File: config.mk
export PLATFORM = sky130hd
export DESIGN_NAME = channel_line_demux_parser_unit
export DESIGN_NICKNAME = d
export VERILOG_FILES = /design/src/rtl/core/chld_pkg.sv /design/src/rtl/core/channel_line_demux_parser_unit.sv /design/src/rtl/core/chld_in_reg.sv /design/src/rtl/core/chld_parser.sv /design/src/rtl/core/chld_out_buf.sv
export VERILOG_INCLUDE_DIRS = /design/src /design/src/rtl/core
export SDC_FILE = /design/constraint.sdc
export NUM_CORES = 1
export LEC_CHECK = 0
export BUFFER_PORTS_ARGS = -buffer_cell sky130_fd_sc_hd__buf_2
export CORE_MARGIN = 3
export CORE_UTILIZATION = 25
export CTS_BUF_LIST = sky130_fd_sc_hd__clkbuf_16
export CTS_CLUSTER_DIAMETER = 100
export DETAILED_ROUTE_END_ITERATION = 8
export GPL_TIMING_DRIVEN = 0
export PLACE_DENSITY = 0.43
export SYNTH_ARGS = -nofsm -noshare
export SYNTH_HDL_FRONTEND = slang
export SYNTH_SLANG_ARGS = --single-unit
File: constraint.sdc
create_clock -name clk -period 3.7 [get_ports clk]
set_input_delay 0.185 -clock clk [delete_from_list [all_inputs] [get_ports clk]]
set_output_delay 0.185 -clock clk [all_outputs]
set_load 0.05 [all_outputs]
File: src/rtl/core/channel_line_demux_parser_unit_assert.svh
// Assertion macros for the channel line demultiplexer.
`ifndef CHANNEL_LINE_DEMUX_PARSER_UNIT_ASSERT_SVH
`define CHANNEL_LINE_DEMUX_PARSER_UNIT_ASSERT_SVH

`ifndef SYNTHESIS
`define CHLD_ASSERT_IMP(lbl, ante, cons) \
  lbl: assert property (@(posedge clk) disable iff (!rst_n) (ante) |-> (cons)) \
    else $error("chld assertion failed");
`define CHLD_ASSERT_NXT(lbl, ante, cons) \
  lbl: assert property (@(posedge clk) disable iff (!rst_n) (ante) |=> (cons)) \
    else $error("chld assertion failed");
`else
`define CHLD_ASSERT_IMP(lbl, ante, cons)
`define CHLD_ASSERT_NXT(lbl, ante, cons)
`endif

`endif

File: src/rtl/core/chld_pkg.sv
// Shared constants, types and helper functions of the channel line demultiplexer.
package chld_pkg;

  localparam int CHANNELS       = 8;
  localparam int RESPONSE_DEPTH = 1024;
  localparam int CHANNEL_DEPTH  = 1024;

  localparam int CH_W        = (CHANNELS > 1) ? $clog2(CHANNELS) : 1;
  localparam int RESP_FILL_W = $clog2(RESPONSE_DEPTH + 1);
  localparam int CHAN_FILL_W = $clog2(CHANNEL_DEPTH + 1);
  localparam int INDEX_W     = 10;
  localparam int CHANNEL_W   = 3;

  localparam logic [7:0] CHAR_LF    = 8'h0A;
  localparam logic [7:0] CHAR_CR    = 8'h0D;
  localparam logic [7:0] CHAR_SPACE = 8'h20;
  localparam logic [7:0] CHAR_ZERO  = 8'h30;
  localparam logic [7:0] CHAR_COLON = 8'h3A;

  localparam logic ACT_RECEIVE = 1'b0;
  localparam logic ACT_FLUSH   = 1'b1;

  typedef enum logic [1:0] {
    ST_NORMAL,
    ST_HEADER,
    ST_CHANNEL,
    ST_INVALID
  } parse_state_t;

  typedef struct packed {
    logic       action;
    logic [7:0] data_byte;
  } in_item_t;

  typedef struct packed {
    logic                 to_channel;
    logic [CHANNEL_W-1:0] channel;
    logic [7:0]           out_byte;
    logic [INDEX_W-1:0]   write_index;
    logic                 last_write;
  } out_item_t;

  typedef struct packed {
    logic      r0_vld;
    logic      r1_vld;
    out_item_t r0;
    out_item_t r1;
  } result_pair_t;

  typedef struct packed {
    logic [1:0] count;
    logic       room;
  } obuf_status_t;

  function automatic logic [INDEX_W-1:0] resp_index(input logic [RESP_FILL_W-1:0] f);
    logic [RESP_FILL_W+INDEX_W-1:0] e;
    e = {{INDEX_W{1'b0}}, f};
    return e[INDEX_W-1:0];
  endfunction

  function automatic logic [INDEX_W-1:0] chan_index(input logic [CHAN_FILL_W-1:0] f);
    logic [CHAN_FILL_W+INDEX_W-1:0] e;
    e = {{INDEX_W{1'b0}}, f};
    return e[INDEX_W-1:0];
  endfunction

  function automatic logic [CHANNEL_W-1:0] chan_field(input logic [CH_W-1:0] c);
    logic [CH_W+CHANNEL_W-1:0] e;
    e = {{CHANNEL_W{1'b0}}, c};
    return e[CHANNEL_W-1:0];
  endfunction

endpackage

File: src/rtl/core/channel_line_demux_parser_unit.sv
// Top level of the channel line demultiplexer.
// Takes one request per cycle while in_stall is low: a received byte or a
// flush. Each byte passes an input register, is parsed combinationally and
// lands in a two-entry result register, so its first result is offered once
// it has passed both the input register and the result register. A byte
// yields at most one result, except a newline not followed by a colon,
// where the newline and the byte both go to the response buffer; that pair
// fills both result entries and holds the input off until the second one
// is leaving. Sustained rate is one request per cycle while no pair forms
// and results leave one per cycle, set by the single result port.
// Flush returns the parser to normal data and clears every fill count.
`include "channel_line_demux_parser_unit_assert.svh"

module channel_line_demux_parser_unit (
  input  logic                clk,
  input  logic                rst_n,
  input  logic                in_valid,
  output logic                in_stall,
  input  chld_pkg::in_item_t  in_data,
  output logic                out_valid,
  input  logic                out_stall,
  output chld_pkg::out_item_t out_data
);

  chld_pkg::in_item_t     parse_item;
  logic                   parse_take;
  chld_pkg::result_pair_t res;
  chld_pkg::obuf_status_t obuf_st;
  logic                   flush_take;

  assign flush_take = parse_take && (parse_item.action == chld_pkg::ACT_FLUSH);

  chld_in_reg u_in_reg (
    .clk      (clk),
    .rst_n    (rst_n),
    .in_valid (in_valid),
    .in_stall (in_stall),
    .in_data  (in_data),
    .room     (obuf_st.room),
    .take     (parse_take),
    .item     (parse_item)
  );

  chld_parser u_parser (
    .clk   (clk),
    .rst_n (rst_n),
    .take  (parse_take),
    .item  (parse_item),
    .res   (res)
  );

  chld_out_buf u_out_buf (
    .clk       (clk),
    .rst_n     (rst_n),
    .load      (parse_take),
    .res       (res),
    .out_valid (out_valid),
    .out_stall (out_stall),
    .out_data  (out_data),
    .status    (obuf_st)
  );

  `CHLD_ASSERT_IMP(a_pair_head_not_last, obuf_st.count == 2'd2, !out_data.last_write)
  `CHLD_ASSERT_IMP(a_single_is_last, obuf_st.count == 2'd1, out_data.last_write)
  `CHLD_ASSERT_NXT(a_flush_no_result, flush_take, obuf_st.count == 2'd0)

endmodule

File: src/rtl/core/chld_in_reg.sv
// Input register stage that holds one request until the parser takes it.
module chld_in_reg (
  input  logic                clk,
  input  logic                rst_n,
  input  logic                in_valid,
  output logic                in_stall,
  input  chld_pkg::in_item_t  in_data,
  input  logic                room,
  output logic                take,
  output chld_pkg::in_item_t  item
);

  logic               vld_r;
  logic               vld_nxt;
  chld_pkg::in_item_t item_r;
  logic               load;

  assign take     = vld_r && room;
  assign in_stall = vld_r && !room;
  assign load     = in_valid && !in_stall;
  assign item     = item_r;

  always_comb begin
    vld_nxt = vld_r;
    if (load) begin
      vld_nxt = 1'b1;
    end else if (take) begin
      vld_nxt = 1'b0;
    end
  end

  always_ff @(posedge clk) begin
    if (!rst_n) begin
      vld_r <= 1'b0;
    end else begin
      vld_r <= vld_nxt;
    end
  end

  always_ff @(posedge clk) begin
    if (load) begin
      item_r <= in_data;
    end
  end

endmodule

File: src/rtl/core/chld_parser.sv
// Header parser, fill counters and result formation for one byte.
module chld_parser (
  input  logic                   clk,
  input  logic                   rst_n,
  input  logic                   take,
  input  chld_pkg::in_item_t     item,
  output chld_pkg::result_pair_t res
);

  chld_pkg::parse_state_t state_r, state_nxt;
  logic [2:0]                         hcount_r, hcount_nxt;
  logic [7:0]                         hch_r, hch_nxt;
  logic [7:0]                         hsep_r, hsep_nxt;
  logic [chld_pkg::CH_W-1:0]          cur_r, cur_nxt;
  logic [chld_pkg::RESP_FILL_W-1:0]   resp_fill_r, resp_fill_nxt;
  logic [chld_pkg::CHAN_FILL_W-1:0]   chan_fill_r [chld_pkg::CHANNELS];
  logic [chld_pkg::CHAN_FILL_W-1:0]   chan_fill_nxt [chld_pkg::CHANNELS];

  logic [8:0]                         diff;
  logic                               hdr_ok;
  logic [chld_pkg::CH_W-1:0]          digit;
  logic [chld_pkg::CH_W-1:0]          rd_ch;
  logic [chld_pkg::CHAN_FILL_W-1:0]   cfill;
  logic                               chan_ok;
  logic                               resp_ok;
  logic                               resp_ok2;
  logic [chld_pkg::RESP_FILL_W:0]     resp_plus1;
  logic                               chan_store;
  logic                               resp_store;
  logic                               lf_pair;
  logic [7:0]                         b;

  assign b      = item.data_byte;
  assign diff   = {1'b0, hch_r} - {1'b0, chld_pkg::CHAR_ZERO};
  assign hdr_ok = !diff[8] && (diff < 9'(chld_pkg::CHANNELS)) &&
                  (hsep_r == chld_pkg::CHAR_SPACE);
  assign digit  = diff[chld_pkg::CH_W-1:0];

  // A header decision stores into the newly chosen channel, so the one
  // fill-count read follows the channel that the store will use.
  assign rd_ch   = (state_r == chld_pkg::ST_HEADER) ? digit : cur_r;
  assign cfill   = chan_fill_r[rd_ch];
  assign chan_ok = cfill < chld_pkg::CHAN_FILL_W'(chld_pkg::CHANNEL_DEPTH);

  assign resp_ok    = resp_fill_r < chld_pkg::RESP_FILL_W'(chld_pkg::RESPONSE_DEPTH);
  assign resp_plus1 = {1'b0, resp_fill_r} + 1'b1;
  assign resp_ok2   = resp_plus1 < (chld_pkg::RESP_FILL_W + 1)'(chld_pkg::RESPONSE_DEPTH);

  always_comb begin
    state_nxt     = state_r;
    hcount_nxt    = hcount_r;
    hch_nxt       = hch_r;
    hsep_nxt      = hsep_r;
    cur_nxt       = cur_r;
    resp_fill_nxt = resp_fill_r;
    chan_fill_nxt = chan_fill_r;
    chan_store    = 1'b0;
    resp_store    = 1'b0;
    lf_pair       = 1'b0;
    res           = '0;

    if (item.action == chld_pkg::ACT_FLUSH) begin
      state_nxt     = chld_pkg::ST_NORMAL;
      hcount_nxt    = 3'd0;
      resp_fill_nxt = '0;
      for (int i = 0; i < chld_pkg::CHANNELS; i++) begin
        chan_fill_nxt[i] = '0;
      end
    end else begin
      unique case (state_r)
        chld_pkg::ST_HEADER: begin
          if (hcount_r == 3'd1) begin
            if (b != chld_pkg::CHAR_COLON) begin
              lf_pair   = 1'b1;
              state_nxt = chld_pkg::ST_NORMAL;
            end else begin
              hcount_nxt = 3'd2;
            end
          end else if (hcount_r >= 3'd4) begin
            if (hdr_ok) begin
              cur_nxt    = digit;
              state_nxt  = chld_pkg::ST_CHANNEL;
              chan_store = 1'b1;
            end else begin
              state_nxt = chld_pkg::ST_INVALID;
            end
          end else begin
            if (hcount_r == 3'd2) begin
              hch_nxt = b;
            end else if (hcount_r == 3'd3) begin
              hsep_nxt = b;
            end
            hcount_nxt = hcount_r + 3'd1;
          end
        end
        chld_pkg::ST_CHANNEL, chld_pkg::ST_INVALID: begin
          if (b == chld_pkg::CHAR_CR) begin
            state_nxt = chld_pkg::ST_NORMAL;
          end else if (state_r == chld_pkg::ST_CHANNEL) begin
            chan_store = 1'b1;
          end
        end
        chld_pkg::ST_NORMAL: begin
          if (b == chld_pkg::CHAR_LF) begin
            hcount_nxt = 3'd1;
            state_nxt  = chld_pkg::ST_HEADER;
          end else begin
            resp_store = 1'b1;
          end
        end
        default: begin
          state_nxt = chld_pkg::ST_NORMAL;
        end
      endcase
    end

    if (chan_store && chan_ok) begin
      res.r0_vld            = 1'b1;
      res.r0.to_channel     = 1'b1;
      res.r0.channel        = chld_pkg::chan_field(rd_ch);
      res.r0.out_byte       = b;
      res.r0.write_index    = chld_pkg::chan_index(cfill);
      res.r0.last_write     = 1'b1;
      chan_fill_nxt[rd_ch]  = cfill + 1'b1;
    end

    if (resp_store && resp_ok) begin
      res.r0_vld         = 1'b1;
      res.r0.out_byte    = b;
      res.r0.write_index = chld_pkg::resp_index(resp_fill_r);
      res.r0.last_write  = 1'b1;
      resp_fill_nxt      = resp_plus1[chld_pkg::RESP_FILL_W-1:0];
    end

    // Missing colon: the held-back newline goes first, then this byte, each
    // subject to the response buffer limit.
    if (lf_pair && resp_ok) begin
      res.r0_vld         = 1'b1;
      res.r0.out_byte    = chld_pkg::CHAR_LF;
      res.r0.write_index = chld_pkg::resp_index(resp_fill_r);
      res.r0.last_write  = !resp_ok2;
      resp_fill_nxt      = resp_plus1[chld_pkg::RESP_FILL_W-1:0];
      if (resp_ok2) begin
        res.r1_vld         = 1'b1;
        res.r1.out_byte    = b;
        res.r1.write_index = chld_pkg::resp_index(resp_plus1[chld_pkg::RESP_FILL_W-1:0]);
        res.r1.last_write  = 1'b1;
        resp_fill_nxt      = resp_plus1[chld_pkg::RESP_FILL_W-1:0] + 1'b1;
      end
    end
  end

  always_ff @(posedge clk) begin
    if (!rst_n) begin
      state_r     <= chld_pkg::ST_NORMAL;
      hcount_r    <= 3'd0;
      hch_r       <= 8'd0;
      hsep_r      <= 8'd0;
      cur_r       <= '0;
      resp_fill_r <= '0;
      for (int i = 0; i < chld_pkg::CHANNELS; i++) begin
        chan_fill_r[i] <= '0;
      end
    end else if (take) begin
      state_r     <= state_nxt;
      hcount_r    <= hcount_nxt;
      hch_r       <= hch_nxt;
      hsep_r      <= hsep_nxt;
      cur_r       <= cur_nxt;
      resp_fill_r <= resp_fill_nxt;
      chan_fill_r <= chan_fill_nxt;
    end
  end

endmodule

File: src/rtl/core/chld_out_buf.sv
// Two-entry result register that drains one result per cycle while out_stall is low.
module chld_out_buf (
  input  logic                   clk,
  input  logic                   rst_n,
  input  logic                   load,
  input  chld_pkg::result_pair_t res,
  output logic                   out_valid,
  input  logic                   out_stall,
  output chld_pkg::out_item_t    out_data,
  output chld_pkg::obuf_status_t status
);

  logic [1:0]          cnt_r, cnt_nxt;
  chld_pkg::out_item_t s0_r, s0_nxt;
  chld_pkg::out_item_t s1_r, s1_nxt;
  logic                drain;

  assign out_valid    = (cnt_r != 2'd0);
  assign out_data     = s0_r;
  assign drain        = out_valid && !out_stall;
  assign status.count = cnt_r;
  // A new result pair may land only when both slots are free by the edge.
  assign status.room  = (cnt_r == 2'd0) || ((cnt_r == 2'd1) && drain);

  always_comb begin
    cnt_nxt = cnt_r;
    s0_nxt  = s0_r;
    s1_nxt  = s1_r;
    if (load) begin
      cnt_nxt = {1'b0, res.r0_vld} + {1'b0, res.r1_vld};
      s0_nxt  = res.r0;
      s1_nxt  = res.r1;
    end else if (drain) begin
      if (cnt_r == 2'd2) begin
        s0_nxt  = s1_r;
        cnt_nxt = 2'd1;
      end else begin
        cnt_nxt = 2'd0;
      end
    end
  end

  always_ff @(posedge clk) begin
    if (!rst_n) begin
      cnt_r <= 2'd0;
    end else begin
      cnt_r <= cnt_nxt;
    end
  end

  always_ff @(posedge clk) begin
    s0_r <= s0_nxt;
    s1_r <= s1_nxt;
  end

endmodule
# --- Word-level counts from Yosys, hierarchy flattened ---
# Index checks and enable logic that the tools add are counted.
totals:
  in_bits: 13
  ff_bits: 177
  word_cells: 153
op_classes:
  order_cmp: 7
  n_reduce_logical: 34
  muxes: 57
  eq_ne: 18
  addsub: 6
  bitwise: 5
op_table:
  columns: ["cell", "n"]
  rows:
  - ["88-bit two-way mux", 2]
  - ["23-bit two-way mux", 4]
  - ["88-bit bitwise mux", 1]
  - ["11-bit two-way mux", 7]
  - ["19-bit two-way mux", 2]
  - ["11-bit binary-select mux with 3-bit select", 1]
  - ["11-bit demux with 3-bit select", 1]
  - ["11-bit by 1-bit adder with 11-bit output, second input constant", 2]
  - ["11-bit < comparator, second input constant", 2]
  - ["1-bit two-way mux", 21]
  - ["2-bit two-way mux", 9]
  - ["3-bit two-way mux", 6]
  - ["8-bit by 4-bit == test with 1-bit output, second input constant", 2]
  - ["4-bit != test, second input constant", 4]
  - ["11-bit by 1-bit adder with 12-bit output, second input constant", 1]
  - ["12-bit by 11-bit < comparator with 1-bit output, second input constant", 1]
  - ["6-bit AND reduction", 2]
  - ["1-bit logical AND", 11]
  - ["5-bit AND reduction", 2]
  - ["9-bit by 4-bit < comparator with 1-bit output, second input constant", 1]
  - ["8-bit by 6-bit subtractor with 9-bit output, second input constant", 1]
  - ["8-bit by 6-bit == test with 1-bit output, second input constant", 1]
  - ["8-bit by 6-bit != test with 1-bit output, second input constant", 1]
  - ["2-bit nonzero test", 4]
  - ["22 further kinds", 38]

# --- Logic depth before layout (Yosys ltp) ---
# Gate-level depths: netlist of the first run.
logic_depth:
  ltp_word: 15
  depth_mapped: 12
  mapped_depth_nobuf: 11

# --- Modules after synthesis ---
# Synthesis of the first run repeated with hierarchy kept, for this count alone.
hier_totals:
  hier_cells: 898
  hier_area_um2: 8809.7
modules_own_cells:
  columns: ["module", "instances", "cells_per_inst", "area_per_inst_um2", "seq_area_each_um2"]
  rows:
  - ["chld_parser", 1, 799, 6625.1, 2462.4]
  - ["chld_out_buf", 1, 85, 1860.5, 1421.4]
  - ["chld_in_reg", 1, 14, 324.1, 290.3]

# --- Least setup slack after synthesis of the first run ---
# No wires, ideal clock.
synth_path:
  path_type: "register to register"
  from: "register u_parser.state_r[1]"
  to: "register u_parser.chan_fill_r[17] (netlist bit)"
  n_path_buf: 1
  setup_slack_ns: 0.861
  required_time_ns: 3.568
  arrival_time_ns: 2.706
  stages_incl_launch_ff: 11
  synth_period_minus_slack_ns: 2.839
  path_cell_list: "dfxtp_1 -> and2b_4 -> buf_2 -> mux2_2 -> a32o_1 -> a211oi_2 -> ha_1 -> o211ai_1 -> nor3_1 -> xor2_1 -> o41ai_1"
synth_between:
  elab_chain_cells: 9
  elab_cells_between_ends: 23
  cone_classes: "add/sub (1); order compare (3); eq/ne (3); mux (12); bitwise (1); reduce/logical (3)"
synth_rtl:
  columns: ["element", "line_no", "text"]
  rows:
  - ["start, declared", "chld_parser.sv:10", "chld_pkg::parse_state_t state_r, state_nxt;"]
  - ["start signal, assigned", "chld_parser.sv:155", "state_r <= chld_pkg::ST_NORMAL;"]
  - ["start signal, assigned", "chld_parser.sv:165", "state_r <= state_nxt;"]
  - ["2-bit by 1-bit == test with 1-bit output", "chld_parser.sv:41, chld_parser.sv:70", null]
  - ["3-bit two-way mux", "chld_parser.sv:41", "assign rd_ch = (state_r == chld_pkg::ST_HEADER) ? digit : cur_r;"]
  - ["3-bit NOT with 4-bit output (not written as such)", "chld_parser.sv:42, chld_parser.sv:124", null]
  - ["11-bit binary-select mux with 3-bit select (tied with other cells)", "chld_parser.sv:42", "assign cfill = chan_fill_r[rd_ch];"]
  - ["11-bit two-way mux (not written as such) / 1-bit logical AND (equally long branches)", "chld_parser.sv:42, chld_parser.sv:124", null]
  - ["11-bit two-way mux, on equally long branches", "chld_parser.sv:42, chld_parser.sv:124", null]
  - ["11-bit by 1-bit adder with 11-bit output (tied with other cells)", "chld_parser.sv:124", "chan_fill_nxt[rd_ch] = cfill + 1'b1;"]
  - ["88-bit bitwise mux / 1-bit logical AND (equally long branches)", "chld_parser.sv:124, chld_parser.sv:117", null]
  - ["88-bit two-way mux *", "chld_parser.sv:117", "if (chan_store && chan_ok) begin"]
  - ["end signal, assigned", "chld_parser.sv:171", "chan_fill_r <= chan_fill_nxt;"]
  - ["end, declared", "chld_parser.sv:16", "logic [chld_pkg::CHAN_FILL_W-1:0] chan_fill_r [chld_pkg::CHANNELS];"]
# Every way passes the cells marked *; elsewhere a longest branch is shown, timed or not. The select of a mux whose other input is x is not followed.
# A chain may end at the register's enable or synchronous reset.

# --- Worst setup path after layout of the first run ---
layout_path:
  from: "register u_parser.hch_r[1]"
  to: "register u_parser.chan_fill_r[40] (netlist bit)"
layout_between:
  elab_chain_cells: 11
  elab_cells_between_ends: 25
  cone_classes: "add/sub (2); order compare (4); mux (13); bitwise (1); reduce/logical (5)"
layout_rtl:
  columns: ["element", "line_no", "text"]
  rows:
  - ["start, declared", "chld_parser.sv:12", "logic [7:0] hch_r, hch_nxt;"]
  - ["start signal, assigned", "chld_parser.sv:167", "hch_r <= hch_nxt;"]
  - ["8-bit by 6-bit subtractor with 9-bit output *", "chld_parser.sv:34", "assign diff = {1'b0, hch_r} - {1'b0, chld_pkg::CHAR_ZERO};"]
  - ["parallel branches: the longest is 9 deep, another holds 11-bit by 1-bit adder with 11-bit output", null, null]
  - ["88-bit two-way mux *", "chld_parser.sv:117", null]
# Every way passes the cells marked *. The select of a mux whose other input is x is not followed.

==> reports/qor.yml, run 1 <==
status: "complete, no violations"
ir_worst_vdd_uv: 332
worst_ep_required_time_ns: 4.09
synth_top_area_share: 0.289
synth_largest_area_cell: "dfxtp_1"
final_cell_mix: "125 x dfxtp_1, 108 x nand2_1, 106 x nor2_1, 51 x edfxtp_1, 49 x buf_2"
clk_latency_ns: 0.44
comb_power_share: 0.076
rr_worst_depth: 9
tritoncts: "done"
critical-path-slowest-cell: "buf_1"
cpMostUsedCell: "buf_1"
syn-mean-instance-area_um2: 9.45
portBuffers: 37
finalWeightedCongestion: 0.818
drv_cap: 0
dpl.hpwl_mm: 21.8
grt_start_max_net_pins: 29
fillCellCount: 3570
vias_per_cell: 5.13
grt_pass1_vias: 7397
p_switching_uw: 1050
cts_buffers: 17
hold_class: "in -> reg"
final.setup_skew_ns: 0.00883
timing.final.crit_period_ns: 3.54
grt_setup_unrepaired: "true"
wl_per_cell_um: 20.6
r2r_end: "u_parser.chan_fill_r[40]$_SDFFE_PN0P_"
initial_core_util: 0.257
preCtsSetupSlack_ns: -0.263
area_growth_pct: 18.5
nets: 1014
cp-end-kind: "flip-flop"
rows: 67
path_cells: "buf_1 > mux2_4 > buf_2 > nor2_1 > and3_1 > o21ai_0 > and2_1 > buf_1 > a22o_1"
clock_sinks: 177
die_h_um: 193
max-slew-margin-rel: 0.410
ys_warn_count: 0
htreeDepth: 4
cpPeakStageDelay_ns: 0.53
sw_frac_of_total: 0.253
hold_depth: 3
reg2reg_slack_ns: 0.16
seqPwrFrac: 0.496
io_pins: 38
dr.pass1.iters: 5
period_share: 0.957
cellPowerDensity_mw_per_mm2: 403
path_clk_slew_ns: 0.07
final_common_cell: "dfxtp_1"
crit_fanout: 10
cts_buffer_depth: 2
cp-start-kind: "flip-flop"
maxSlewViolCount: 0
postLayoutSetupSlackWorst_ns: 0.161
instances_no_fill: 1453
hold_viol_final: 0
yosysSeqAreaShare: 0.465
vias: 7449
grt_use_total: 0.165
antenna_found_initial: 0
grt_pass1_wl_mm: 45.9
max_freq_mhz: 283
syn_area_mm2: 0.00872
ys_types: 91
synth_edf_count: 51
cp_data_arrival_time_ns: 3.93
crit_type: "reg -> reg"
async_flop_share: 0
min_to: "u_out_buf.cnt_r[1]$_SDFFE_PN0P_"
die_area_mm2: 0.0371
ys.flop_type: "dfxtp_1"
power_frac_clock: 0.427
grt.overflow.total: 0
dp_cells: 1408
total_power_uw: 4170
drive_gt1_frac: 0.144
drt_iter0_drc: 632
setup_viol: 0
wirelength_mm: 29.9
min-delay-start: "out_stall"
root_buffer: "clkbuf_16"
synth_seq_cells: 177
die_x_um: 193
syn-num-nets: 944
core_area_mm2: 0.0340
synth_area_leaders: "dfxtp_1 29%, edfxtp_1 18%, nand2_1 4.7%"
remaining_drc_errors: 0
synthCells: 922
insertedDiodeCount: 0
ant_nets: 0
worst_pin_slew_ns: 0.885
leakagePower_uw: 0.00368
r2r_start: "u_parser.hch_r[1]$_SDFFE_PN0P_"
intPower_uw: 3110
[routing by layer]
metal	routed length, um	GRT usage	vias to the layer above
li1	-	-	3567
met1	14300	0.230	3660
met2	13700	0.260	182
met3	1310	0.0287	40
met4	595	0.0504	0
met5	0	0	-
[sequential cells by signal, indices dropped and copies added, names as in the netlist]
signal and cells:
u_out_buf.cnt_r 2, u_parser.hch_r 8, u_parser.hsep_r 8, u_in_reg.vld_r 1, u_out_buf.out_data 23, u_parser.resp_fill_r 11
u_parser.state_r 2, u_out_buf.s1_r 19, u_in_reg.item 9, u_parser.chan_fill_r 88, u_parser.cur_r 3, u_parser.hcount_r 3
[worst max-delay path: cells and delay by family (launching register included)]
kind,cells,cell delay [ns]
compound gates,2,0.76
simple gates,3,0.52
flops,1,0.49
buf+inv,3,1.33
mux,1,0.37
[power by group through the flow]
stage / Combinational, uW / Sequential [uW] / Clock (uW)
floorplan: 138 / 2160 / 0
global placement: 301 / 2110 / 0
detailed placement: 307 / 2110 / 0
CTS: 317 / 2070 / 1820
global route: 344 / 2070 / 1900
finish: 318 / 2070 / 1780
[synthesized netlist by cell type (4+ instances only)]
master	instances
edfxtp_1	51
a22o_1	20
nand4_1	8
a221oi_1	10
nor3_1	16
o31ai_1	9
a32oi_1	5
o211ai_1	7
nand2_1	108
nand2b_1	8
buf_2	12
o2bb2ai_1	6
nor4b_1	5
a21oi_1	36
o22ai_1	7
mux2_2	8
o21ai_1	17
nor2b_1	4
clkbuf_1	33
ha_1	9
a221o_1	5
nor2_1	106
a211oi_1	4
a32o_1	4
o21ai_0	43
o21a_1	4
nor3b_1	4
inv_1	19
mux2i_1	40
and3_1	9
a31oi_1	4
dfxtp_1	126
nand3_1	24
a22oi_1	24
a21o_1	4
xor2_1	11
and2_1	24
[worst max-delay path by stage]
stage | endpoint | start | slack, ns
CTS | u_parser.chan_fill_r[39]$_SDFFE_PN0P_ | u_parser.state_r[1]$_SDFFE_PN0P_ | 0.01
detailed placement | u_parser.chan_fill_r[86]$_SDFFE_PN0P_ | u_in_reg.item[8]$_DFFE_PP_ | -0.26
floorplan | u_parser.chan_fill_r[17]$_SDFFE_PN0P_ | u_parser.state_r[1]$_SDFFE_PN0P_ | 0.86
finish | u_parser.chan_fill_r[40]$_SDFFE_PN0P_ | u_parser.hch_r[1]$_SDFFE_PN0P_ | 0.16
global route | u_parser.chan_fill_r[20]$_SDFFE_PN0P_ | u_parser.state_r[0]$_SDFFE_PN0P_ | -0.08
global placement | u_parser.chan_fill_r[86]$_SDFFE_PN0P_ | u_in_reg.item[8]$_DFFE_PP_ | -0.26
[metrics by stage]
step / hold WS [ns] / utilization / cell area [um^2] / setup TNS (ns)
final: 0.131 / 0.304 / 10300 / 0
after global routing: 0.128 / 0.304 / 10300 / -0.314
after CTS: 0.115 / 0.302 / 10200 / 0
after detailed placement: 0.363 / 0.280 / 9500 / -4.41
after global placement: 0.362 / 0.279 / 9460 / -4.33
after floorplan: 0.284 / - / 8720 / 0
[what timing repair did]
item	4_1_cts	5_1_grt
hold endpoints to repair	10	0
buffers inserted	2	1
setup endpoints to repair	52	63
hold buffers	10	0
gates cloned	0	0
pin swaps	1	0
gates resized for setup	10	17
[cell type report]
class	instances	area, um^2	area share
plain buffers	49	218	0.0211
clock buffers	19	475	0.0460
clock inverters	13	93.8	0.00908
inverters	22	82.6	0.00799
multi-input cells	674	4510	0.437
flip-flops and latches	177	4060	0.393
well taps	448	561	0.0543
repair buffers	51	335	0.0325
[logic make-up after synthesis]
| kind of cell | count (synthesis) | share of synthesized area |
|---|---|---|
| compound gates | 249 | 0.210 |
| xor+xnor | 17 | 0.0197 |
| fa+ha+maj | 9 | 0.0129 |
| buf+inv | 71 | 0.0340 |
| flops | 177 | 0.465 |
| mux | 50 | 0.0597 |
| simple gates | 349 | 0.198 |
Power figures use the tool's default switching activity.
==> run 2, diff against run 1 <==
--- a/config.mk
+++ b/config.mk
@@ -12,7 +12,7 @@
 export CTS_BUF_LIST = sky130_fd_sc_hd__clkbuf_16
 export CTS_CLUSTER_DIAMETER = 100
 export DETAILED_ROUTE_END_ITERATION = 8
-export GPL_TIMING_DRIVEN = 0
+export GPL_TIMING_DRIVEN = 1
 export PLACE_DENSITY = 0.43
 export SYNTH_ARGS = -nofsm -noshare
 export SYNTH_HDL_FRONTEND = slang
==> run 2 against run 1 <==
Against the previous run:
- combinational power decreased by 3%
- sequential share of layout area about the same
- worst hold slack got worse by 0.014 ns
- utilization barely moved
- critical path depth grew 2
- die area unchanged
- via count fell by 2.6%
- setup slack improved by 0.053 ns
- total power rose by 5.9%
- highest routed layer unchanged
==> reports/qor.yml, run 2 (same netlist as run 1, synthesis figures left out) <==
wirelength_mm: 28.5  # -4.7%
cts_buffer_depth: 2  # unchanged
cp_data_arrival_time_ns: 3.78  # -0.15 ns
initial_core_util: 0.257  # unchanged
nets: 1002  # -1.2%
cts_buffers: 17  # unchanged
die_area_mm2: 0.0371  # unchanged
grt.overflow.total: 0  # unchanged
grt_start_max_net_pins: 54  # +86%
maxSlewViolCount: 0  # unchanged
grt_pass1_vias: 7032  # -4.9%
dp_cells: 1399  # -0.64%
ant_nets: 0  # unchanged
largest_register_ff_count: 88  # unchanged
rr_worst_depth: 11  # +2
ir_worst_vdd_uv: 330  # -0.60%
worst_ep_required_time_ns: 3.99  # -0.10 ns
io_pins: 38  # unchanged
vias_per_cell: 5.03  # -1.8%
drt_iter0_drc: 513  # -19%
hold_viol_final: 0  # unchanged
clk_latency_ns: 0.44  # about the same
wl_per_cell_um: 19.8  # -3.9%
dr.pass1.iters: 6  # +1
setup_viol: 0  # unchanged
die_x_um: 193  # unchanged
final_cell_mix: "126 x dfxtp_1, 108 x nand2_1, 106 x nor2_1, 51 x edfxtp_1, 43 x o21ai_0"
timing.final.crit_period_ns: 3.49  # -0.0525 ns
post-route-util: 0.304  # about the same
leakagePower_uw: 0.00376  # +2.1%
status: "complete, no violations"
drive_gt1_frac: 0.148  # +0.00376
whs_ns: 0.117  # -0.0140 ns
tritoncts: "done"
clock_sinks: 177  # unchanged
area_growth_pct: 18.5  # about the same
insertedDiodeCount: 0  # unchanged
r2r_start: "u_parser.state_r[1]$_SDFFE_PN0P_"
crit_fanout: 23  # +13
core_area_mm2: 0.0340  # unchanged
finalWeightedCongestion: 0.831  # +1.7%
crit_end: "u_parser.chan_fill_r[50]$_SDFFE_PN0P_"
final.setup_skew_ns: 0.0164  # +0.00760 ns
path_cells: "nand2b_1 > buf_12 > mux2_4 > mux2i_1 > a211oi_2 > buf_4 > ha_1 > o211ai_1 > nor3_1 > xor2_1 > o2bb2ai_1"
cp-end-kind: "flip-flop"
worst_pin_slew_ns: 0.937  # +0.0521 ns
dpl.hpwl_mm: 20.5  # -5.8%
cpPeakStageDelay_ns: 0.64  # +0.11 ns
max-slew-margin-rel: 0.372  # -0.0385
drv_cap: 0  # unchanged
postCtsSetupRepairBufs: 0  # -2
remaining_drc_errors: 0  # unchanged
rows: 67  # unchanged
hold_class: "in -> reg"
grt_use_total: 0.155  # -0.0100
instances_no_fill: 1441  # -0.83%
path_clk_slew_ns: 0.06  # about the same
max_freq_mhz: 287  # +1.5%
reg2reg_slack_ns: 0.21  # +0.05 ns
crit_type: "reg -> reg"
htreeDepth: 4  # unchanged
period_share: 0.942  # -0.0142
grt_setup_unrepaired: "false"
top_register: "u_parser.chan_fill_r"
antenna_found_initial: 0  # unchanged
grt_pass1_wl_mm: 43.2  # -5.7%
vias: 7255  # -2.6%
final_common_cell: "dfxtp_1"
cellPowerDensity_mw_per_mm2: 427  # +5.9%
cp-start-kind: "flip-flop"
crit_start: "u_parser.state_r[1]$_SDFFE_PN0P_"
portBuffers: 37  # unchanged
root_buffer: "clkbuf_16"
die_h_um: 193  # unchanged
r2r_end: "u_parser.chan_fill_r[50]$_SDFFE_PN0P_"
critical-path-slowest-cell: "xor2_1"
finalSetupTns_ns: 0  # unchanged
## run 2: cell types whose count changed in the layout (fill, tap and decap cells not counted), moves of 3 or more
cell       previous run  this run
clkinv_2              3         0
buf_2                49        37
o31ai_4               5         2
mux2i_4               3         0
clkbuf_2              3         0
buf_4                 5        40
clkbuf_1             29         0
bufinv_16             1         6
mux2i_1              35        40
## run 2: per-layer routing
metal	GRT usage	wire length (um)	up-vias
li1	-	-	3529
met1	0.212	13600	3513
met2	0.249	13200	186
met3	0.0278	1150	27
met4	0.0471	570	0
met5	0	0	-
## run 2: what timing repair did
| item | 4_1_cts | 5_1_grt |
|---|---|---|
| gates resized for setup | 0 | 1 |
| hold buffers | 10 | 0 |
| endpoints found under the setup margin | 0 | 6 |
| hold endpoints to repair | 10 | 0 |
## run 2: area by class of cell
type / instances / area [um^2]
fillers: 3602 / 23600
clock buffers: 17 / 425
well taps: 448 / 561
multi-input cells: 674 / 4380
inverters: 22 / 82.6
repair buffers: 88 / 606
flip-flops and latches: 177 / 4050
clock inverters: 15 / 226
## run 2: how the worst min path moves through the flow
| stage | from | slack [ns] | depth (start not counted) | end |
|---|---|---|---|---|
| after floorplan | in_data[0] | 0.28 | 0 | u_in_reg.item[0]$_DFFE_PP_ |
| after global placement | in_data[4] | 0.36 | 1 | u_in_reg.item[4]$_DFFE_PP_ |
| after detailed placement | in_data[3] | 0.36 | 1 | u_in_reg.item[3]$_DFFE_PP_ |
| after CTS | out_stall | 0.10 | 3 | u_out_buf.cnt_r[1]$_SDFFE_PN0P_ |
| after global routing | out_stall | 0.16 | 3 | u_out_buf.cnt_r[1]$_SDFFE_PN0P_ |
| final | out_stall | 0.12 | 3 | u_out_buf.cnt_r[1]$_SDFFE_PN0P_ |
## run 2: critical path: cells and delay by family (launching register included)
| kind | cells | cell delay, ns |
|---|---|---|
| fa+ha+maj | 1 | 0.19 |
| flops | 1 | 0.49 |
| xor+xnor | 1 | 0.64 |
| mux | 2 | 0.56 |
| buf+inv | 2 | 0.38 |
| simple gates | 2 | 0.44 |
| compound gates | 3 | 0.63 |
## run 2: where the power goes
group	switching (uW)	total (uW)	internal, uW
logic	226	310	84.3
clock network	779	2030	1250
registers	32.6	2070	2040
total	1040	4410	3370
## run 2: metrics by stage
step | setup WS (ns) | instance area [um^2] | power (uW)
after floorplan | 0.861 | 8720 | 2300
after global placement | 0.248 | 9570 | 2420
after detailed placement | 0.131 | 9570 | 2420
after CTS | 0.143 | 10300 | 4470
after global routing | 0.0167 | 10300 | 4570
final | 0.213 | 10300 | 4410
